**src/rtl/core/lbfl_pkg.sv**
```systemverilog
`default_nettype none

package lbfl_pkg;

  // Width of the good-run and fail counters.
  localparam int COUNT_WIDTH = 8;
  localparam int THR_WIDTH   = 8;
  localparam int LEVEL_WIDTH = 8;
  localparam int CFG_IDX_WIDTH = 2;

  // Compares run at the wider of counter and threshold width.
  localparam int CMP_WIDTH = (COUNT_WIDTH > THR_WIDTH) ? COUNT_WIDTH : THR_WIDTH;
  // Fail count is widened to at least the level width before the low bits are taken.
  localparam int EXT_WIDTH = (COUNT_WIDTH > LEVEL_WIDTH) ? COUNT_WIDTH : LEVEL_WIDTH;

  localparam logic [COUNT_WIDTH-1:0] CNT_MAX = {COUNT_WIDTH{1'b1}};

  typedef logic [COUNT_WIDTH-1:0] count_t;
  typedef logic [THR_WIDTH-1:0]   thr_t;

  typedef enum logic [CFG_IDX_WIDTH-1:0] {
    CFG_FAULT_THR = 2'd0,
    CFG_CLEAR_THR = 2'd1,
    CFG_DECAY_THR = 2'd2
  } cfg_idx_t;

  localparam thr_t FAULT_THR_RST = 8'd5;
  localparam thr_t CLEAR_THR_RST = 8'd5;
  localparam thr_t DECAY_THR_RST = 8'd3;

  typedef struct packed {
    thr_t fault_thr;
    thr_t clear_thr;
    thr_t decay_thr;
  } cfg_t;

  typedef struct packed {
    logic                   fault_cleared;
    logic                   fault_active;
    logic [LEVEL_WIDTH-1:0] fail_level;
  } result_t;

  function automatic count_t sat_inc(input count_t v);
    return (v == CNT_MAX) ? v : v + count_t'(1);
  endfunction

  function automatic logic ge_thr(input count_t v, input thr_t thr);
    return CMP_WIDTH'(v) >= CMP_WIDTH'(thr);
  endfunction

endpackage

`default_nettype wire

```
**src/rtl/core/leaky_bucket_fault_latch.sv**
```systemverilog
`default_nettype none
// A result is registered into the result queue when its read is accepted.
// Throughput: one read per cycle while the result queue has room; the counter update is a single pass of compare logic.
// A two-entry result queue keeps input accepting while one result waits downstream.
// Reset (rst, synchronous, active high) zeroes both counters, clears the fault,
// empties the result queue and restores thresholds to 5, 5 and 3.

module leaky_bucket_fault_latch
  import lbfl_pkg::*;
(
  input  wire logic                     clk,
  input  wire logic                     rst,
  input  wire logic                     cfg_we,
  input  wire logic [CFG_IDX_WIDTH-1:0] cfg_index,
  input  wire logic [THR_WIDTH-1:0]     cfg_data,
  input  wire logic                     in_valid,
  output logic                          in_ready,
  input  wire logic                     read_good,
  output logic                          out_valid,
  input  wire logic                     out_ready,
  output logic                          fault_cleared,
  output logic                          fault_active,
  output logic [LEVEL_WIDTH-1:0]        fail_level
);

  cfg_t    cfg;
  result_t step_result;
  result_t head;
  logic    in_fire;
  logic    out_fire;

  // A transaction on either channel happens when valid and ready meet.
  assign in_fire  = in_valid && in_ready;
  assign out_fire = out_valid && out_ready;

  // Threshold registers; the user must write them only while the block is idle, as the block does not enforce it.
  lbfl_cfg_regs u_cfg (
    .clk       (clk),
    .rst       (rst),
    .cfg_we    (cfg_we),
    .cfg_index (cfg_index),
    .cfg_data  (cfg_data),
    .cfg       (cfg)
  );

  // The counters and the fault flag advance on every accepted read, and the
  // result of that read is computed in the same pass from the next state.
  lbfl_state u_state (
    .clk       (clk),
    .rst       (rst),
    .step      (in_fire),
    .read_good (read_good),
    .cfg       (cfg),
    .result    (step_result)
  );

  // The result queue holds up to two finished results, so a stalled output
  // does not stop the next read from being taken until both entries are full.
  lbfl_out_queue u_queue (
    .clk       (clk),
    .rst       (rst),
    .push      (in_fire),
    .push_data (step_result),
    .can_push  (in_ready),
    .pop       (out_fire),
    .has_data  (out_valid),
    .head      (head)
  );

  assign fault_cleared = head.fault_cleared;
  assign fault_active  = head.fault_active;
  assign fail_level    = head.fail_level;

  // An accepted read always leaves a result pending in the next cycle.
  a_accept_gives_result: assert property (@(posedge clk) disable iff (rst)
    in_fire |=> out_valid)
    else $error("accepted read produced no pending result");

  // Input is held off only while results are waiting.
  a_stall_means_pending: assert property (@(posedge clk) disable iff (rst)
    !in_ready |-> out_valid)
    else $error("input stalled with an empty result queue");

  // A clearing read leaves the fault down and the fail count at zero.
  a_clear_consistent: assert property (@(posedge clk) disable iff (rst)
    (out_valid && fault_cleared) |-> (!fault_active && (fail_level == '0)))
    else $error("cleared result with fault or fail count still set");

  // Reset empties the result queue.
  a_reset_empties: assert property (@(posedge clk)
    rst |=> !out_valid)
    else $error("result pending right after reset");

endmodule

`default_nettype wire

```
**src/rtl/core/lbfl_cfg_regs.sv**
```systemverilog
`default_nettype none

module lbfl_cfg_regs
  import lbfl_pkg::*;
(
  input  wire logic                     clk,
  input  wire logic                     rst,
  input  wire logic                     cfg_we,
  input  wire logic [CFG_IDX_WIDTH-1:0] cfg_index,
  input  wire logic [THR_WIDTH-1:0]     cfg_data,
  output cfg_t                          cfg
);

  always_ff @(posedge clk) begin
    if (rst) begin
      cfg.fault_thr <= FAULT_THR_RST;
      cfg.clear_thr <= CLEAR_THR_RST;
      cfg.decay_thr <= DECAY_THR_RST;
    end else if (cfg_we) begin
      unique case (cfg_index)
        CFG_FAULT_THR: cfg.fault_thr <= cfg_data;
        CFG_CLEAR_THR: cfg.clear_thr <= cfg_data;
        CFG_DECAY_THR: cfg.decay_thr <= cfg_data;
        default: begin
          // Writes to unused indexes are dropped.
        end
      endcase
    end
  end

endmodule

`default_nettype wire

```
**src/rtl/core/lbfl_state.sv**
```systemverilog
`default_nettype none

module lbfl_state
  import lbfl_pkg::*;
(
  input  wire logic  clk,
  input  wire logic  rst,
  input  wire logic  step,
  input  wire logic  read_good,
  input  wire cfg_t  cfg,
  output result_t    result
);

  count_t good_run, good_run_next;
  count_t fail_count, fail_count_next;
  logic   fault_latched, fault_latched_next;
  logic   cleared;
  logic [EXT_WIDTH-1:0] fail_ext;

  always_comb begin
    good_run_next      = good_run;
    fail_count_next    = fail_count;
    fault_latched_next = fault_latched;
    cleared            = 1'b0;
    if (read_good) begin
      good_run_next = sat_inc(good_run);
      if (fault_latched) begin
        if (ge_thr(good_run_next, cfg.clear_thr)) begin
          fault_latched_next = 1'b0;
          fail_count_next    = '0;
          cleared            = 1'b1;
        end
      end else if (ge_thr(good_run_next, cfg.decay_thr) && (fail_count != '0)) begin
        fail_count_next = fail_count - count_t'(1);
      end
    end else begin
      good_run_next   = '0;
      fail_count_next = sat_inc(fail_count);
      if (ge_thr(fail_count_next, cfg.fault_thr)) begin
        fault_latched_next = 1'b1;
      end
    end
  end

  assign fail_ext = EXT_WIDTH'(fail_count_next);

  assign result.fault_cleared = cleared;
  assign result.fault_active  = fault_latched_next;
  assign result.fail_level    = fail_ext[LEVEL_WIDTH-1:0];

  always_ff @(posedge clk) begin
    if (rst) begin
      good_run      <= '0;
      fail_count    <= '0;
      fault_latched <= 1'b0;
    end else if (step) begin
      good_run      <= good_run_next;
      fail_count    <= fail_count_next;
      fault_latched <= fault_latched_next;
    end
  end

endmodule

`default_nettype wire

```
**src/rtl/core/lbfl_out_queue.sv**
```systemverilog
`default_nettype none

module lbfl_out_queue
  import lbfl_pkg::*;
(
  input  wire logic    clk,
  input  wire logic    rst,
  input  wire logic    push,
  input  wire result_t push_data,
  output logic         can_push,
  input  wire logic    pop,
  output logic         has_data,
  output result_t      head
);

  result_t     entry [2];
  logic        wr_ptr;
  logic        rd_ptr;
  logic [1:0]  count;

  assign can_push = (count != 2'd2);
  assign has_data = (count != 2'd0);
  assign head     = entry[rd_ptr];

  always_ff @(posedge clk) begin
    if (push) begin
      entry[wr_ptr] <= push_data;
    end
  end

  always_ff @(posedge clk) begin
    if (rst) begin
      wr_ptr <= 1'b0;
      rd_ptr <= 1'b0;
      count  <= 2'd0;
    end else begin
      if (push) begin
        wr_ptr <= ~wr_ptr;
      end
      if (pop) begin
        rd_ptr <= ~rd_ptr;
      end
      unique case ({push, pop})
        2'b10:   count <= count + 2'd1;
        2'b01:   count <= count - 2'd1;
        default: count <= count;
      endcase
    end
  end

endmodule

`default_nettype wire

```
**config.mk**
```make
export PLATFORM = sky130hd
export DESIGN_NAME = leaky_bucket_fault_latch
export DESIGN_NICKNAME = d
export VERILOG_FILES = /design/src/rtl/core/lbfl_pkg.sv /design/src/rtl/core/leaky_bucket_fault_latch.sv /design/src/rtl/core/lbfl_cfg_regs.sv /design/src/rtl/core/lbfl_state.sv /design/src/rtl/core/lbfl_out_queue.sv
export SDC_FILE = /design/constraint.sdc
export NUM_CORES = 1
export LEC_CHECK = 0
export ABC_AREA = 1
export BUFFER_PORTS_ARGS = -buffer_cell sky130_fd_sc_hd__buf_4
export CORE_ASPECT_RATIO = 1.75
export CORE_MARGIN = 1.5
export CORE_UTILIZATION = 40
export DETAILED_ROUTE_END_ITERATION = 6
export SETUP_SLACK_MARGIN = 0.2
export SLEW_MARGIN = 15
export SYNTH_ARGS = -nofsm -noshare
export SYNTH_HDL_FRONTEND = slang
export SYNTH_SLANG_ARGS = --single-unit
```
**constraint.sdc**
```tcl
create_clock -name clk -period 3.5 [get_ports clk]
set_clock_uncertainty 0.15 [all_clocks]
set_input_delay 1.05 -clock clk [delete_from_list [all_inputs] [get_ports clk]]
set_output_delay 1.05 -clock clk [all_outputs]
set_load 0.01 [all_outputs]
```
==> impl_metrics.toml <==
[outcome]
status = "complete, no violations"

[synthesis]
synth_warnings = 0
synthCells = 482
syn_area_per_cell_um2 = 7.814
ys_types = 38
yosysSeqAreaShare = 0.4040
syn_area_mm2 = 0.003766
synth.net_count = 527
ys_ff_latch = 66

[sta]
fin_crit_sh = 0.8849
relSlewSlack = 0.4938
layout_min_cycle_time_ns = 3.097
slew_violations = 0
whs_ns = 0.3122
finalHoldViolCount = 0
rsz0062_at_grt = "no"
setup_viol = 0
worstMarginPinSlew_ns = 0.7584
tns_ns = 0
fmax_mhz = 322.9
worst_slack_ns = 0.4030

[placed_design]
io_buffer_count = 27
placedInstanceArea_mm2 = 0.004075
dp_cells = 617
hpwl_um = 6663
gp_congestion = 0.9036
dp_slack_ns = 0.3079

[finish]
diodes = 0
nets = 554
final_cells = 634
final_common_cell = "nand2_1"
most-common-layout-cells = "nand2_1 (111), inv_1 (65), dfxtp_1 (46)"
layout-drive-gt1-share = 0.1420
area_growth_pct = 16.28
final_core_util = 0.4816
final_area_mm2 = 0.004379

[global_route]
first_global_vias = 3064
overflow = 0
antenna_found_initial = 0
gr-usage-met2 = 0.3358
top_usage_layer = "met2"
grt_max_degree = 31
grt_use_met3 = 0.03542
grt_use_total = 0.1806
use_met1 = 0.1823
grt_first_pass_wirelength_um = 14350

[floorplan]
num_io_pins = 28
rows = 46
die_area_mm2 = 0.01003
initial_core_util = 0.4141
fp.coreArea_mm2 = 0.009094
die_x_um = 76.35
die_y_um = 131.4

[route]
firstDrtPassIters = 4
drc_errors = 0
postRouteAntennaNets = 0
vias = 3172
via_per_inst = 5.003
wl_per_cell_um = 13.46
routed_wl_um = 8532
drt_iter0_drc = 197

[cts]
cts_root_buf = "clkbuf_16"
clk_path_buf_depth = 2
cts.clk_slew.worst_paths_ns = 0.05
cts_tree = "yes"
clock_latency_ns = 0.33
clkSinkCount = 66
numCtsBuffers = 9
htree_levels = 3
hold_buffers = 0

[pwr]
p_leak_nw = 2.053
p_total_mw = 2.356
ir_worst_vdd_mv = 0.2976
cellPowerDensity_mw_per_mm2 = 538.0

[setup_path]
cp_common_cell = "nand2_1"
cp.arrival_ns = 3.02
max_stage_delay_ns = 0.37
cp_top_family = "simple AND/OR/NAND/NOR gates"
path_buf_inv = 1
crit_fanout = 8
end_kind = "flop"
cp_data_required_time_ns = 3.43
slowest_stage = "dfxtp_1"
crit_chain = "ha_1 > nand2_2 > nor3_4 > nand3_4 > mux2_4 > ha_1 > nand2_1 > nor2_1 > nor2_1 > nand2_1 > nand2_1 > a21oi_4 > buf_12 > nand4_1 > nand3_1 > nand2_1"
worstSetupPathType = "reg -> reg"
startpoint_type = "flop"

[run]
maxCapViolCount = 0

[min_path]
hold_class = "reg -> reg"
[sequential cells by signal, summed over array words and instances, names as in the netlist, named ones only]
register               cells
u_state.fault_latched      1
u_state.good_run           8
u_state.fail_count         8
u_queue.count              2
u_queue.wr_ptr             1
u_queue.entry             20
u_cfg.cfg                 24
u_queue.rd_ptr             1
[worst reg2reg max path: cells and delay by family, from the launching register on]
family | cells | cell delay, ns
DFF | 1 | 0.37
buffers and inverters | 1 | 0.13
and+or+nand+nor | 11 | 1.11
muxes | 1 | 0.35
AOI/OAI and AO/OA | 1 | 0.22
adders and majority gates | 2 | 0.52
[final timing paths]
kind	startpoint	end	slack [ns]	cells after the start
setup / recovery	u_state.good_run[0]	u_queue.entry[0][4]	0.40	16
hold / removal	u_cfg.cfg[5]	u_cfg.cfg[5]	0.31	2
setup reg to reg	u_state.good_run[0]	u_queue.entry[0][4]	0.40	16
hold reg to reg	u_cfg.cfg[5]	u_cfg.cfg[5]	0.31	2
[layout make-up]
type,count,area [um^2]
inverter,70,262.8
fill,968,4715
tap,120,150.1
sequential,66,1521
timing repair buffer,31,245.2
multi-input combinational,331,1944
clock inverter,5,22.52
clock buffer,11,232.7
[cells in the mapped netlist, drive strengths merged]
library cell	number	area, um^2
nor2	27	111.4
dfxtp	46	920.9
xnor2	2	17.52
a211oi	1	7.510
a21o	1	7.510
o211ai	3	22.52
or2	2	12.52
inv	68	255.2
nand4	12	75.07
buf	4	25.02
clkinv	2	7.510
mux2	11	127.6
o31ai	1	7.510
o21a	1	7.510
clkbuf	11	41.29
nor3	6	46.30
nand2	116	445.4
edfxtp	20	600.6
o21ai	28	143.9
a21oi	46	234.0
xor2	9	78.83
ha	29	362.9
nand3	36	207.7
[kinds of logic after synthesis]
kind of cell,synth area share
fa+ha+maj,0.09635
mux,0.03389
xor+xnor,0.02558
simple gates,0.2385
compound gates,0.1143
flops,0.4040
buf+inv,0.08737
[per-layer routing]
metal	part of all wire	up-vias
met5	0	-
met4	0.042	0
met3	0.031	21
met2	0.53	68
met1	0.39	1441
li1	-	1642
[where the power goes]
part / switching, mW / internal [mW] / total [mW] / leakage, nW
clock network: 0.305 / 0.470 / 0.774 / 0.128
registers: 0.0619 / 0.887 / 0.949 / 0.568
logic: 0.376 / 0.257 / 0.633 / 1.36
total: 0.742 / 1.61 / 2.36 / 2.05
[what timing repair did]
action / in CTS / in global routing
endpoints found under the setup margin: 0 / 23
resized for setup: 0 / 5
endpoints found under the hold margin: 0 / 0
setup buffers: 0 / 1
Power figures use the tool's default switching activity.
